==> src/design/eapr_pkg.sv <==
// Shared types, constants and lookup tables for the Euler angle point rotator.
package eapr_pkg;

  localparam int COORD_W      = 32;
  localparam int ANGLE_W      = 19;
  localparam int ENTRY_W      = 18;
  localparam int CFG_INDEX_W  = 3;
  localparam int CFG_DATA_W   = 19;
  localparam int ENTRY_COUNT  = 9;
  localparam int ENTRY_IDX_W  = 4;

  localparam int ATAN_LEN     = 24;
  localparam int ATAN_IDX_W   = 5;
  localparam int ATAN_W       = 17;
  localparam int CORDIC_XY_W  = 33;
  localparam int CORDIC_Z_W   = 20;
  localparam int CORDIC_GAIN  = 652032874;
  localparam int PI_Q16       = 205887;
  localparam int HALF_PI_Q16  = 102944;

  localparam int ENTRY_MAX    = 131071;
  localparam int ENTRY_MIN    = -131072;
  localparam int ONE_Q16      = 65536;

  // scratch store: sin/cos pairs, temporaries, matrix accumulators
  localparam int RF_W         = 20;
  localparam int RF_DEPTH     = 32;
  localparam int RF_ADDR_W    = 5;
  localparam int OPS_PER_MODE = 16;
  localparam int OP_STEP_W    = 4;

  localparam logic [CFG_INDEX_W-1:0] REG_ROTATION_MODE = 3'd0;
  localparam logic [CFG_INDEX_W-1:0] REG_ANGLE_FIRST   = 3'd1;
  localparam logic [CFG_INDEX_W-1:0] REG_ANGLE_SECOND  = 3'd2;
  localparam logic [CFG_INDEX_W-1:0] REG_ANGLE_THIRD   = 3'd3;

  localparam logic [RF_ADDR_W-1:0] RI_S1  = 5'd0;
  localparam logic [RF_ADDR_W-1:0] RI_C1  = 5'd1;
  localparam logic [RF_ADDR_W-1:0] RI_S2  = 5'd2;
  localparam logic [RF_ADDR_W-1:0] RI_C2  = 5'd3;
  localparam logic [RF_ADDR_W-1:0] RI_S3  = 5'd4;
  localparam logic [RF_ADDR_W-1:0] RI_C3  = 5'd5;
  localparam logic [RF_ADDR_W-1:0] RI_T0  = 5'd6;
  localparam logic [RF_ADDR_W-1:0] RI_T1  = 5'd7;
  localparam logic [RF_ADDR_W-1:0] RI_T2  = 5'd8;
  localparam logic [RF_ADDR_W-1:0] RI_M0  = 5'd9;
  localparam logic [RF_ADDR_W-1:0] RI_M1  = 5'd10;
  localparam logic [RF_ADDR_W-1:0] RI_M2  = 5'd11;
  localparam logic [RF_ADDR_W-1:0] RI_M3  = 5'd12;
  localparam logic [RF_ADDR_W-1:0] RI_M4  = 5'd13;
  localparam logic [RF_ADDR_W-1:0] RI_M5  = 5'd14;
  localparam logic [RF_ADDR_W-1:0] RI_M6  = 5'd15;
  localparam logic [RF_ADDR_W-1:0] RI_M7  = 5'd16;
  localparam logic [RF_ADDR_W-1:0] RI_M8  = 5'd17;
  localparam logic [RF_ADDR_W-1:0] RI_ONE = 5'd18;

  typedef logic signed [ENTRY_W-1:0] entry_t;
  typedef entry_t [ENTRY_COUNT-1:0] matrix_t;

  localparam entry_t E_ONE  = 18'sd65536;
  localparam entry_t E_ZERO = 18'sd0;
  localparam matrix_t IDENTITY_MATRIX = {E_ONE, E_ZERO, E_ZERO, E_ZERO, E_ONE,
                                         E_ZERO, E_ZERO, E_ZERO, E_ONE};

  typedef struct packed {
    logic signed [COORD_W-1:0] point_x;
    logic signed [COORD_W-1:0] point_y;
    logic signed [COORD_W-1:0] point_z;
  } point_in_t;

  typedef struct packed {
    logic signed [COORD_W-1:0] rotated_x;
    logic signed [COORD_W-1:0] rotated_y;
    logic signed [COORD_W-1:0] rotated_z;
  } point_out_t;

  typedef enum logic [1:0] {
    MOP_SET,
    MOP_ADD,
    MOP_SUB,
    MOP_NEG
  } mop_kind_t;

  typedef struct packed {
    logic [RF_ADDR_W-1:0] src_a;
    logic [RF_ADDR_W-1:0] src_b;
    logic [RF_ADDR_W-1:0] dst;
    mop_kind_t            kind;
  } mop_t;

  typedef enum logic [2:0] {
    SEQ_IDLE,
    SEQ_START,
    SEQ_CORDIC,
    SEQ_WR_SIN,
    SEQ_WR_COS,
    SEQ_OP_READ,
    SEQ_OP_MUL,
    SEQ_OP_WRITE
  } seq_state_t;

  typedef enum logic {
    PH_PROGRAM,
    PH_COPY
  } seq_phase_t;

  function automatic logic [ATAN_W-1:0] atan_q16(input logic [ATAN_IDX_W-1:0] idx);
    logic [ATAN_W-1:0] v;
    case (idx)
      5'd0:    v = 17'd51472;
      5'd1:    v = 17'd30386;
      5'd2:    v = 17'd16055;
      5'd3:    v = 17'd8150;
      5'd4:    v = 17'd4091;
      5'd5:    v = 17'd2047;
      5'd6:    v = 17'd1024;
      5'd7:    v = 17'd512;
      5'd8:    v = 17'd256;
      5'd9:    v = 17'd128;
      5'd10:   v = 17'd64;
      5'd11:   v = 17'd32;
      5'd12:   v = 17'd16;
      5'd13:   v = 17'd8;
      5'd14:   v = 17'd4;
      5'd15:   v = 17'd2;
      5'd16:   v = 17'd1;
      default: v = 17'd0;
    endcase
    return v;
  endfunction

  function automatic mop_t mop(input logic [RF_ADDR_W-1:0] a, input logic [RF_ADDR_W-1:0] b,
                               input logic [RF_ADDR_W-1:0] d, input mop_kind_t k);
    mop_t m;
    m.src_a = a;
    m.src_b = b;
    m.dst   = d;
    m.kind  = k;
    return m;
  endfunction

  // matrix build program: upper bit selects the global form
  function automatic mop_t op_lookup(input logic [OP_STEP_W:0] idx);
    mop_t m;
    case (idx)
      5'd0:    m = mop(RI_C3, RI_C1,  RI_T0, MOP_SET);
      5'd1:    m = mop(RI_S3, RI_C2,  RI_T1, MOP_SET);
      5'd2:    m = mop(RI_S3, RI_S2,  RI_T2, MOP_SET);
      5'd3:    m = mop(RI_T0, RI_C2,  RI_M0, MOP_SET);
      5'd4:    m = mop(RI_T2, RI_ONE, RI_M0, MOP_SUB);
      5'd5:    m = mop(RI_T1, RI_C1,  RI_M3, MOP_SET);
      5'd6:    m = mop(RI_C3, RI_S2,  RI_M3, MOP_ADD);
      5'd7:    m = mop(RI_S1, RI_C2,  RI_M6, MOP_NEG);
      5'd8:    m = mop(RI_T0, RI_S2,  RI_M1, MOP_NEG);
      5'd9:    m = mop(RI_T1, RI_ONE, RI_M1, MOP_SUB);
      5'd10:   m = mop(RI_C3, RI_C2,  RI_M4, MOP_SET);
      5'd11:   m = mop(RI_T2, RI_C1,  RI_M4, MOP_SUB);
      5'd12:   m = mop(RI_S1, RI_S2,  RI_M7, MOP_SET);
      5'd13:   m = mop(RI_C3, RI_S1,  RI_M2, MOP_SET);
      5'd14:   m = mop(RI_S3, RI_S1,  RI_M5, MOP_SET);
      5'd15:   m = mop(RI_C1, RI_ONE, RI_M8, MOP_SET);
      5'd16:   m = mop(RI_S1, RI_S2,  RI_T0, MOP_SET);
      5'd17:   m = mop(RI_C1, RI_S2,  RI_T1, MOP_SET);
      5'd18:   m = mop(RI_C2, RI_C3,  RI_M0, MOP_SET);
      5'd19:   m = mop(RI_T0, RI_C3,  RI_M3, MOP_SET);
      5'd20:   m = mop(RI_C1, RI_S3,  RI_M3, MOP_ADD);
      5'd21:   m = mop(RI_T1, RI_C3,  RI_M6, MOP_NEG);
      5'd22:   m = mop(RI_S1, RI_S3,  RI_M6, MOP_ADD);
      5'd23:   m = mop(RI_C2, RI_S3,  RI_M1, MOP_NEG);
      5'd24:   m = mop(RI_T0, RI_S3,  RI_M4, MOP_NEG);
      5'd25:   m = mop(RI_C1, RI_C3,  RI_M4, MOP_ADD);
      5'd26:   m = mop(RI_T1, RI_S3,  RI_M7, MOP_SET);
      5'd27:   m = mop(RI_S1, RI_C3,  RI_M7, MOP_ADD);
      5'd28:   m = mop(RI_S2, RI_ONE, RI_M2, MOP_SET);
      5'd29:   m = mop(RI_S1, RI_C2,  RI_M5, MOP_NEG);
      5'd30:   m = mop(RI_C1, RI_C2,  RI_M8, MOP_SET);
      default: m = mop(RI_C1, RI_C2,  RI_M8, MOP_SET);
    endcase
    return m;
  endfunction

endpackage

==> src/design/eapr_ram.sv <==
// Generic single-write, dual-read RAM with registered read data.
module eapr_ram #(
  parameter int WIDTH = 20,
  parameter int DEPTH = 32
) (
  input  logic                     clk,
  input  logic                     wr_en,
  input  logic [$clog2(DEPTH)-1:0] wr_addr,
  input  logic [WIDTH-1:0]         wr_data,
  input  logic [$clog2(DEPTH)-1:0] rd_addr_a,
  output logic [WIDTH-1:0]         rd_data_a,
  input  logic [$clog2(DEPTH)-1:0] rd_addr_b,
  output logic [WIDTH-1:0]         rd_data_b
);

  logic [WIDTH-1:0] mem [DEPTH];

  always_ff @(posedge clk) begin
    if (wr_en) begin
      mem[wr_addr] <= wr_data;
    end
    rd_data_a <= mem[rd_addr_a];
    rd_data_b <= mem[rd_addr_b];
  end

endmodule

==> src/design/eapr_cordic.sv <==
// Iterative rotation-mode CORDIC giving Q.16 sine and cosine of one angle.
module eapr_cordic #(
  parameter int ITERS = 18
) (
  input  logic                                 clk,
  input  logic                                 rst,
  input  logic                                 start,
  input  logic signed [eapr_pkg::ANGLE_W-1:0]  angle,
  output logic                                 done,
  output logic signed [eapr_pkg::ENTRY_W-1:0] sin_q16,
  output logic signed [eapr_pkg::ENTRY_W-1:0] cos_q16
);

  localparam int XY_W = eapr_pkg::CORDIC_XY_W;
  localparam int Z_W  = eapr_pkg::CORDIC_Z_W;
  localparam logic [eapr_pkg::ATAN_IDX_W-1:0] LAST_STEP = eapr_pkg::ATAN_IDX_W'(ITERS - 1);
  localparam logic signed [Z_W-1:0]  PI_Z      = Z_W'(eapr_pkg::PI_Q16);
  localparam logic signed [Z_W-1:0]  HALF_PI_Z = Z_W'(eapr_pkg::HALF_PI_Q16);
  localparam logic signed [XY_W-1:0] GAIN_XY   = XY_W'(eapr_pkg::CORDIC_GAIN);
  localparam logic signed [XY_W-1:0] ROUND_XY  = 33'sd8192;

  logic                                   running;
  logic [eapr_pkg::ATAN_IDX_W-1:0]        step;
  logic signed [XY_W-1:0]                 x, y, x_next, y_next, xs, ys, x_rnd, y_rnd;
  logic signed [Z_W-1:0]                  z, z_next, z_init, z_raw, atan_z;
  logic                                   flip, flip_init;

  always_comb begin
    z_raw     = {angle[eapr_pkg::ANGLE_W-1], angle};
    z_init    = z_raw;
    flip_init = 1'b0;
    if (z_raw > HALF_PI_Z) begin
      z_init    = z_raw - PI_Z;
      flip_init = 1'b1;
    end else if (z_raw < -HALF_PI_Z) begin
      z_init    = z_raw + PI_Z;
      flip_init = 1'b1;
    end
  end

  always_comb begin
    xs     = x >>> step;
    ys     = y >>> step;
    atan_z = {3'b000, eapr_pkg::atan_q16(step)};
    if (z >= 0) begin
      x_next = x - ys;
      y_next = y + xs;
      z_next = z - atan_z;
    end else begin
      x_next = x + ys;
      y_next = y - xs;
      z_next = z + atan_z;
    end
  end

  always_ff @(posedge clk) begin
    if (rst) begin
      running <= 1'b0;
      done    <= 1'b0;
      step    <= '0;
    end else begin
      done <= 1'b0;
      if (start) begin
        running <= 1'b1;
        step    <= '0;
        x       <= GAIN_XY;
        y       <= '0;
        z       <= z_init;
        flip    <= flip_init;
      end else if (running) begin
        x    <= x_next;
        y    <= y_next;
        z    <= z_next;
        step <= step + 1'b1;
        if (step == LAST_STEP) begin
          running <= 1'b0;
          done    <= 1'b1;
        end
      end
    end
  end

  assign x_rnd   = (x + ROUND_XY) >>> 14;
  assign y_rnd   = (y + ROUND_XY) >>> 14;
  assign cos_q16 = flip ? -x_rnd[eapr_pkg::ENTRY_W-1:0] : x_rnd[eapr_pkg::ENTRY_W-1:0];
  assign sin_q16 = flip ? -y_rnd[eapr_pkg::ENTRY_W-1:0] : y_rnd[eapr_pkg::ENTRY_W-1:0];

endmodule

==> src/design/eapr_matrix.sv <==
// Configuration registers and the sequencer that rebuilds the rotation matrix.
module eapr_matrix #(
  parameter int ITERS = 18
) (
  input  logic                                clk,
  input  logic                                rst,
  input  logic                                cfg_we,
  input  logic [eapr_pkg::CFG_INDEX_W-1:0]    cfg_index,
  input  logic [eapr_pkg::CFG_DATA_W-1:0]     cfg_data,
  output logic                                busy,
  output eapr_pkg::matrix_t                   entries
);

  localparam int RF_W = eapr_pkg::RF_W;
  localparam int AW   = eapr_pkg::RF_ADDR_W;
  localparam logic signed [2*RF_W-1:0] ROUND_Q16 = 40'sd32768;
  localparam logic signed [RF_W-1:0]   ONE_RF    = RF_W'(eapr_pkg::ONE_Q16);
  localparam logic signed [RF_W-1:0]   MAX_RF    = RF_W'(eapr_pkg::ENTRY_MAX);
  localparam logic signed [RF_W-1:0]   MIN_RF    = RF_W'(eapr_pkg::ENTRY_MIN);
  localparam logic [eapr_pkg::OP_STEP_W-1:0]   LAST_OP   =
    eapr_pkg::OP_STEP_W'(eapr_pkg::OPS_PER_MODE - 1);
  localparam logic [eapr_pkg::ENTRY_IDX_W-1:0] LAST_COPY =
    eapr_pkg::ENTRY_IDX_W'(eapr_pkg::ENTRY_COUNT);

  logic                                     rotation_mode;
  logic signed [eapr_pkg::ANGLE_W-1:0]      angle_first, angle_second, angle_third;
  logic                                     cfg_hit;

  eapr_pkg::seq_state_t                     state, state_next;
  eapr_pkg::seq_phase_t                     phase, phase_next;
  logic [1:0]                               sel, sel_next;
  logic [eapr_pkg::OP_STEP_W-1:0]           step, step_next;
  logic [eapr_pkg::ENTRY_IDX_W-1:0]         copy_idx, copy_idx_next, copy_prev;
  logic                                     copy_wr;
  logic signed [RF_W-1:0]                   prod, prod_next;
  eapr_pkg::mop_t                           op;

  logic                                     cordic_start, cordic_done;
  logic signed [eapr_pkg::ANGLE_W-1:0]      cordic_angle;
  logic signed [eapr_pkg::ENTRY_W-1:0]      sin_q16, cos_q16;

  logic                                     wr_en;
  logic [AW-1:0]                            wr_addr, rd_addr_a, rd_addr_b;
  logic [RF_W-1:0]                          wr_data, rd_data_a, rd_data_b;
  logic signed [RF_W-1:0]                   opa, opb, old_val, combined, copy_val;
  logic signed [2*RF_W-1:0]                 prod_full, prod_rnd;
  eapr_pkg::entry_t                         copy_clamped;

  assign cfg_hit = cfg_we && (cfg_index <= eapr_pkg::REG_ANGLE_THIRD);

  always_ff @(posedge clk) begin
    if (rst) begin
      rotation_mode <= 1'b0;
      angle_first   <= '0;
      angle_second  <= '0;
      angle_third   <= '0;
    end else if (cfg_we) begin
      case (cfg_index)
        eapr_pkg::REG_ROTATION_MODE: rotation_mode <= cfg_data[0];
        eapr_pkg::REG_ANGLE_FIRST:   angle_first   <= cfg_data;
        eapr_pkg::REG_ANGLE_SECOND:  angle_second  <= cfg_data;
        eapr_pkg::REG_ANGLE_THIRD:   angle_third   <= cfg_data;
        default: ;
      endcase
    end
  end

  always_comb begin
    case (sel)
      2'd0:    cordic_angle = angle_first;
      2'd1:    cordic_angle = angle_second;
      default: cordic_angle = angle_third;
    endcase
  end

  eapr_cordic #(.ITERS(ITERS)) u_cordic (
    .clk     (clk),
    .rst     (rst),
    .start   (cordic_start),
    .angle   (cordic_angle),
    .done    (cordic_done),
    .sin_q16 (sin_q16),
    .cos_q16 (cos_q16)
  );

  eapr_ram #(.WIDTH(RF_W), .DEPTH(eapr_pkg::RF_DEPTH)) u_scratch (
    .clk       (clk),
    .wr_en     (wr_en),
    .wr_addr   (wr_addr),
    .wr_data   (wr_data),
    .rd_addr_a (rd_addr_a),
    .rd_data_a (rd_data_a),
    .rd_addr_b (rd_addr_b),
    .rd_data_b (rd_data_b)
  );

  assign op = eapr_pkg::op_lookup({rotation_mode, step});

  // product of two Q.16 values, rounded half up
  always_comb begin
    opa       = (op.src_a == eapr_pkg::RI_ONE) ? ONE_RF : $signed(rd_data_a);
    opb       = (op.src_b == eapr_pkg::RI_ONE) ? ONE_RF : $signed(rd_data_b);
    prod_full = opa * opb;
    prod_rnd  = (prod_full + ROUND_Q16) >>> 16;
    old_val   = $signed(rd_data_a);
    case (op.kind)
      eapr_pkg::MOP_SET: combined = prod;
      eapr_pkg::MOP_ADD: combined = old_val + prod;
      eapr_pkg::MOP_SUB: combined = old_val - prod;
      eapr_pkg::MOP_NEG: combined = -prod;
      default:           combined = prod;
    endcase
  end

  always_comb begin
    copy_val = $signed(rd_data_a);
    if (copy_val > MAX_RF) begin
      copy_clamped = MAX_RF[eapr_pkg::ENTRY_W-1:0];
    end else if (copy_val < MIN_RF) begin
      copy_clamped = MIN_RF[eapr_pkg::ENTRY_W-1:0];
    end else begin
      copy_clamped = copy_val[eapr_pkg::ENTRY_W-1:0];
    end
  end

  always_comb begin
    state_next    = state;
    phase_next    = phase;
    sel_next      = sel;
    step_next     = step;
    copy_idx_next = copy_idx;
    prod_next     = prod;
    cordic_start  = 1'b0;
    copy_wr       = 1'b0;
    wr_en         = 1'b0;
    wr_addr       = op.dst;
    wr_data       = combined;
    rd_addr_a     = op.src_a;
    rd_addr_b     = op.src_b;
    case (state)
      eapr_pkg::SEQ_IDLE: begin
      end
      eapr_pkg::SEQ_START: begin
        cordic_start = 1'b1;
        state_next   = eapr_pkg::SEQ_CORDIC;
      end
      eapr_pkg::SEQ_CORDIC: begin
        if (cordic_done) begin
          state_next = eapr_pkg::SEQ_WR_SIN;
        end
      end
      eapr_pkg::SEQ_WR_SIN: begin
        wr_en      = 1'b1;
        wr_addr    = AW'({sel, 1'b0});
        wr_data    = {{(RF_W - eapr_pkg::ENTRY_W){sin_q16[eapr_pkg::ENTRY_W-1]}}, sin_q16};
        state_next = eapr_pkg::SEQ_WR_COS;
      end
      eapr_pkg::SEQ_WR_COS: begin
        wr_en   = 1'b1;
        wr_addr = AW'({sel, 1'b1});
        wr_data = {{(RF_W - eapr_pkg::ENTRY_W){cos_q16[eapr_pkg::ENTRY_W-1]}}, cos_q16};
        if (sel == 2'd2) begin
          sel_next   = 2'd0;
          step_next  = '0;
          phase_next = eapr_pkg::PH_PROGRAM;
          state_next = eapr_pkg::SEQ_OP_READ;
        end else begin
          sel_next   = sel + 2'd1;
          state_next = eapr_pkg::SEQ_START;
        end
      end
      eapr_pkg::SEQ_OP_READ: begin
        if (phase == eapr_pkg::PH_COPY) begin
          // copy sweep: read accumulator, clamp into the entry in the next cycle
          rd_addr_a     = eapr_pkg::RI_M0 + AW'(copy_idx);
          copy_wr       = (copy_idx != '0);
          copy_idx_next = copy_idx + 1'b1;
          if (copy_idx == LAST_COPY) begin
            state_next = eapr_pkg::SEQ_IDLE;
          end
        end else begin
          state_next = eapr_pkg::SEQ_OP_MUL;
        end
      end
      eapr_pkg::SEQ_OP_MUL: begin
        prod_next  = prod_rnd[RF_W-1:0];
        rd_addr_a  = op.dst;
        state_next = eapr_pkg::SEQ_OP_WRITE;
      end
      eapr_pkg::SEQ_OP_WRITE: begin
        wr_en      = 1'b1;
        step_next  = step + 1'b1;
        state_next = eapr_pkg::SEQ_OP_READ;
        if (step == LAST_OP) begin
          phase_next    = eapr_pkg::PH_COPY;
          copy_idx_next = '0;
        end
      end
      default: begin
        state_next = eapr_pkg::SEQ_IDLE;
      end
    endcase
    if (cfg_hit) begin
      state_next = eapr_pkg::SEQ_START;
      sel_next   = 2'd0;
    end
  end

  always_ff @(posedge clk) begin
    if (rst) begin
      state    <= eapr_pkg::SEQ_IDLE;
      phase    <= eapr_pkg::PH_PROGRAM;
      sel      <= 2'd0;
      step     <= '0;
      copy_idx <= '0;
    end else begin
      state    <= state_next;
      phase    <= phase_next;
      sel      <= sel_next;
      step     <= step_next;
      copy_idx <= copy_idx_next;
    end
    prod <= prod_next;
  end

  assign copy_prev = copy_idx - 1'b1;

  always_ff @(posedge clk) begin
    if (rst) begin
      entries <= eapr_pkg::IDENTITY_MATRIX;
    end else if (copy_wr) begin
      entries[copy_prev] <= copy_clamped;
    end
  end

  assign busy = (state != eapr_pkg::SEQ_IDLE);

endmodule

==> config.mk <==
export PLATFORM = sky130hd
export DESIGN_NAME = eapr_matrix
export DESIGN_NICKNAME = d
export VERILOG_FILES = /design/src/design/eapr_pkg.sv /design/src/design/eapr_ram.sv /design/src/design/eapr_cordic.sv /design/src/design/eapr_matrix.sv
export SDC_FILE = /design/constraint.sdc
export NUM_CORES = 2
export LEC_CHECK = 0
export ABC_AREA = 1
export BUFFER_PORTS_ARGS = -buffer_cell sky130_fd_sc_hd__buf_2
export CAP_MARGIN = 20
export CORE_MARGIN = 5
export CORE_UTILIZATION = 30
export CTS_CLUSTER_SIZE = 10
export DETAILED_ROUTE_END_ITERATION = 10
export SYNTH_ARGS = -nofsm -noshare
export SYNTH_HDL_FRONTEND = slang
export SYNTH_SLANG_ARGS = --single-unit
==> constraint.sdc <==
create_clock -name clk -period 7.9 [get_ports clk]
set_input_delay 1.185 -clock clk [delete_from_list [all_inputs] [get_ports clk]]
set_output_delay 1.185 -clock clk [all_outputs]
set_load 0.02 [all_outputs]
; After elaboration in Yosys (flattened, before gate mapping)
; Memories as Yosys holds them, arrays and structs flattened. A register that Yosys moved wholly into a read port is not among the register bits.
; Cells that the tools add are included.
[word_totals]
ram_bits = 640
in_bits = 25
rom_bits = 992
mem_count = 3
reg_bits = 348
output_inout_bits = 163
wordCells = 171
[classes]
bitwise = 2
magnitude_cmp = 8
n_reduce_logical = 27
shift = 2
n_addsub = 22
n_mux = 52
multipliers = 1
eq_ne = 27
[mem_list]
columns = name, words, word_bits, rd, rd_ports_with_merged_regs, wr, line_no
row1 = u_scratch.mem, 32, 20, 2, 2, 1, eapr_ram.sv:16  ; logic [WIDTH-1:0] mem [DEPTH];
row2 = (name not given), 32, 16, 1, 1, 0, eapr_pkg.sv:109  ; case (idx)
row3 = (name not given), 32, 15, 1, 0, 0, eapr_pkg.sv:145  ; case (idx)
[ops]
columns = operator, n
row1 = $bwmux W162, 1
row2 = $mux W20, 7
row3 = $mux W33, 4
row4 = $mux W18, 5
row5 = $pmux W20 S4, 1
row6 = $demux W18 S4, 1
row7 = $add A33 B33 Y33, 2
row8 = $sshr A33 B5 Y33, 2
row9 = $sub A33 B33 Y33, 2
row10 = $add A32 B15 Y32 const B, 2
row11 = $pmux W20 S2, 1
row12 = $pmux W19 S2, 1
row13 = $add A36 B17 Y36 const B, 1
row14 = $mul A20 B20 Y36, 1
row15 = $neg A18 Y18, 2
row16 = $pmux W3 S7, 1
row17 = $add A19 B19 Y20 const B, 1
row18 = $add A20 B18 Y20, 1
row19 = $add A20 B20 Y20, 1
row20 = $ge A20 B1 Y1 const B, 1
row21 = $gt A20 B18 Y1 const B, 1
row22 = $lt A20 B18 Y1 const B, 1
row23 = $neg A20 Y20, 1
row24 = $pmux W5 S2, 2
row25 = other kinds (45), 98

; Depth between registers and ports, before layout
[depth]
ltp_word = 6
depth_mapped = 41
mapped_depth_nobuf = 39

; Cells and area by module
; Synthesis repeated with hierarchy kept, for this count alone.
[unflattened]
hier_cells = 9905
hier_area_um2 = 76773.6
[by_module_without_submodules]
columns = module, area_each_um2, seq_area_each_um2, instances, cells_per_inst
row1 = eapr_ram, 33957.6, 20019.2, 1, 3771
row2 = eapr_matrix, 26092.5, 5285.1, 1, 3329
row3 = eapr_cordic, 16723.5, 3072.9, 1, 2805

; Worst setup path before layout
; OpenSTA, ideal clock, no wires.
[synth_path]
path_kind = input to register
start = input rst
end = register u_cordic.x[0] (enable)
arrival_ns = 7.466
path_stages = 2
setup_time_ns = 0.652
path_slack_ns = -0.218
required_time_ns = 7.248
path_cell_list = clkbuf_1 o21ai_0
[synth_between]
elab_chain_len = 2
[synth_rtl]
columns = element, line_no
row1 = start: declaration, eapr_matrix.sv:6  ; input logic rst,
row2 = $not A1 Y1 (no line), --
row3 = $reduce_and A2 Y1 (no line), --
row4 = end signal: assignment, eapr_cordic.sv:71  ; x <= x_next;
row5 = end: declaration, eapr_cordic.sv:24  ; logic signed [XY_W-1:0] x, y, x_next, y_next, xs, ys, x_rnd, y_rnd;
; No other way between the ends.
; A chain may end at the register's enable or synchronous reset.

; Final worst setup path
[layout_path]
start = register step[0] (netlist name)
end = register prod[18], data pin
[layout_between]
elab_chain_len = 5
elab_cells_between_ends = 7
classes_between = add/sub: 1 / mul: 1 / eq/ne: 2 / mux: 2 / memory: 1
[layout_rtl]
columns = element, line_no
row1 = start: declaration, eapr_matrix.sv:32  ; logic [eapr_pkg::OP_STEP_W-1:0] step, step_next;
row2 = start signal: assignment, eapr_matrix.sv:220  ; step <= step_next;
row3 = $mem_v2 Z32 W15 (*), --
row4 = "$eq A5 B5 Y1, on equally long branches", "eapr_matrix.sv:101, eapr_matrix.sv:102"
row5 = "$mux W20, on equally long branches", "eapr_matrix.sv:101, eapr_matrix.sv:102"
row6 = $mul A20 B20 Y36 (*), eapr_matrix.sv:103  ; prod_full = opa * opb;
row7 = $add A36 B17 Y36 (*), eapr_matrix.sv:104  ; prod_rnd = (prod_full + ROUND_Q16) >>> 16;
row8 = net prod_rnd[18], eapr_matrix.sv:46  ; logic signed [2*RF_W-1:0] prod_full, prod_rnd;
row9 = end signal: assignment, eapr_matrix.sv:223  ; prod <= prod_next;
row10 = end: declaration, eapr_matrix.sv:35  ; logic signed [RF_W-1:0] prod, prod_next;
; The timed path passes the listed nets; every way through them passes the cells marked *.

==> impl_metrics.toml <==
[drt]
drc = 0
drt-initial-drc-count = 5965
antenna_left = 0
drt-total-wl_um = 230000
routed-via-count = 62700
first_pass_iters = 6
wl_per_cell_um = 18.0
vias_per_cell = 4.92

[global_route]
grt.total_usage = 0.177
grt_pass1_vias = 59600
grt_pass1_wl_um = 353000
grt_max_degree = 177
overflow = 0
grt_antenna_before_repair = 2

[timing]
relSlewSlack = 0.259
clock.fmax_ghz = 0.134
rsz0062_at_grt = "no"
min_period_ns = 7.49
hold_viol_final = 0
post-route-period-util = 0.948
finalMaxSlewViolations = 0
skew_ns = 0.107
fin_setup_tns_ns = 0
worst_pin_slew_ns = 1.11
report.final.setup_viol = 0
setup_ws_ns = 0.410

[placement]
place_hpwl_um = 162000
placedInstanceArea_um2 = 78900
dpl_worst_slack_ns = 0.201
placed_cells = 12500
place_congestion = 0.920
portBuffers = 187

[final_layout]
stdcell_count = 12700
fill_cells = 25500
area_delta_synth_final_pct = 13.5
fin_area_um2 = 82700
finalNetCount = 10100
diodes = 0
fin_util = 0.341
drive_gt1_frac = 0.0725

[setup_path]
setup.worst_path.end_class = "flop"
crit_slowest_cell = "fa_1"
worstPathArrival_ns = 8.04
rr_worst_depth = 35
timing_worst_setup_path_type = "flop to flop"
required_ns = 8.45
crit_top_cell = "nand2_1"
cp_slowest_stage_delay_ns = 0.55
start_kind = "flop"
cp_max_fo = 22

[synthesis]
syn-mean-instance-area_um2 = 8.00
synth_cell_type_count = 60
ys_warn_count = 0
synth_area_leaders = "edfxtp_1, nand2_1, fa_1, dfxtp_1, inv_1"
yosysMostFrequentCell = "nand2_1"
synth_top_area_share = 0.308
synthFlopType = "edfxtp_1"
yosysSeqAreaShare = 0.389
synth-seq-cells = 1044
synthArstFlopShare = 0
synth_area_um2 = 72900
synth_commonest_cells = "nand2_1, inv_1, nand3_1"
synth_edf_count = 747
syn_inst = 9117
synth_top_area_cell = "edfxtp_1"

[clock_tree]
cts_buffers = 120
cts_tree = "built"
htreeDepth = 3
root_buffer = "clkbuf_16"
cts_buffer_depth = 3
clock_latency_ns = 0.79
cts-hold-fix-buffers = 0
path_clk_slew_ns = 0.06
clock-sinks = 1044

[hold_path]
holdPathStages = 2
hold_class = "flop to flop"

[die]
die_y_um = 503
initial_utilization = 0.301
core_area_um2 = 243000
die_w_um = 503
rows = 181
die_area_um2 = 253000
io-pin-count = 188

[run]
drv_cap = 0

[power_and_ir_drop]
total_leakage_power_nw = 36.8
max-vdd-ir-drop_mv = 1.24
power_per_cell_area_nw_per_um2 = 425

[status]
status = "finished, final reports clean"
## metal layers
| metal | vias up | track usage | wire [µm] |
|---|---|---|---|
| li1 | 30400 | - | - |
| met1 | 29600 | 0.236 | 98900 |
| met2 | 2254 | 0.295 | 106000 |
| met3 | 362 | 0.0319 | 17800 |
| met4 | 2 | 0.0526 | 6980 |
| met5 | - | 0 | 13 |
## layout make-up
class | count | area, µm² | area share
multi-input combinational | 6614 | 39000 | 0.472
tap | 3202 | 4010 | 0.0484
clock inverter | 17 | 270 | 0.00327
clock buffer | 184 | 3340 | 0.0403
inverter | 1276 | 4810 | 0.0581
sequential | 1044 | 28400 | 0.343
timing repair buffer | 412 | 2900 | 0.0350
## worst max-delay path: cells and delay by family (launching register included)
kind | cells | cell delay [ns]
simple gates | 13 | 1.09
compound gates | 4 | 0.79
buf+inv | 9 | 0.84
fa+ha+maj | 9 | 4.21
flops | 1 | 0.38
## report_power, final
| part | leakage (nW) | switching, mW | internal, mW |
|---|---|---|---|
| clock | 1.72 | 2.28 | 2.92 |
| combinational | 25.7 | 13.8 | 9.20 |
| sequential | 9.35 | 0.146 | 6.87 |
| total | 36.8 | 16.2 | 19.0 |
## path summary, 6_finish.rpt
kind                         from  slack, ns              end
setup / recovery          step[0]       0.41         prod[18]
hold / removal    angle_first[16]       0.45  angle_first[16]
setup reg to reg          step[0]       0.41         prod[18]
hold reg to reg   angle_first[16]       0.45  angle_first[16]
## what timing repair did
action,in CTS,in global routing
setup endpoints to repair,0,17
gates resized for setup,0,20
setup buffers,0,0
## per-stage QoR
stage	hold WS [ns]	power, mW
2_1_floorplan	0.430	22.0
3_3_place_gp	0.440	29.8
3_5_place_dp	0.444	29.7
4_1_cts	0.453	35.2
5_1_grt	0.473	38.6
6_report	0.452	35.2
## flip-flops by register name (all words and copies together) (netlist names), 2 cells and up
signal	flops
u_cordic.step	5
u_cordic.x	33
angle_third	19
u_scratch.mem	640
u_scratch.rd_data_a	20
prod	20
entries	162
u_cordic.atan_z	16
step	4
copy_idx	4
angle_second	19
state	3
u_cordic.y	33
u_scratch.rd_data_b	20
u_cordic.z	20
angle_first	19
sel	2
## layout by cell type, fill, tap and decap left out, types with 119 or more instances in the layout
cell type     n
nand2_1    2214
inv_1      1212
nand3_1     818
edfxtp_1    747
nor2_1      741
o21ai_0     539
a21oi_1     535
fa_1        386
dfxtp_1     293
conb_1      240
ha_1        236
buf_4       205
o211ai_1    194
buf_2       187
clkbuf_16   123
xor2_1      119
## cells by family (layout without fill, tap and decap cells)
family	count (synthesis)	in the layout	share of synthesized area
AO/OA/AOI/OAI	1528	1528	0.121
XOR/XNOR	157	157	0.0189
adder cells (fa/ha/maj)	623	623	0.147
buffers and inverters	1698	1889	0.0920
flip-flops	1044	1044	0.389
multiplexers	1	1	0.000137
other	1	240	0.0000514
AND/OR/NAND/NOR	4065	4065	0.232
(Power assumes the default switching activity.)
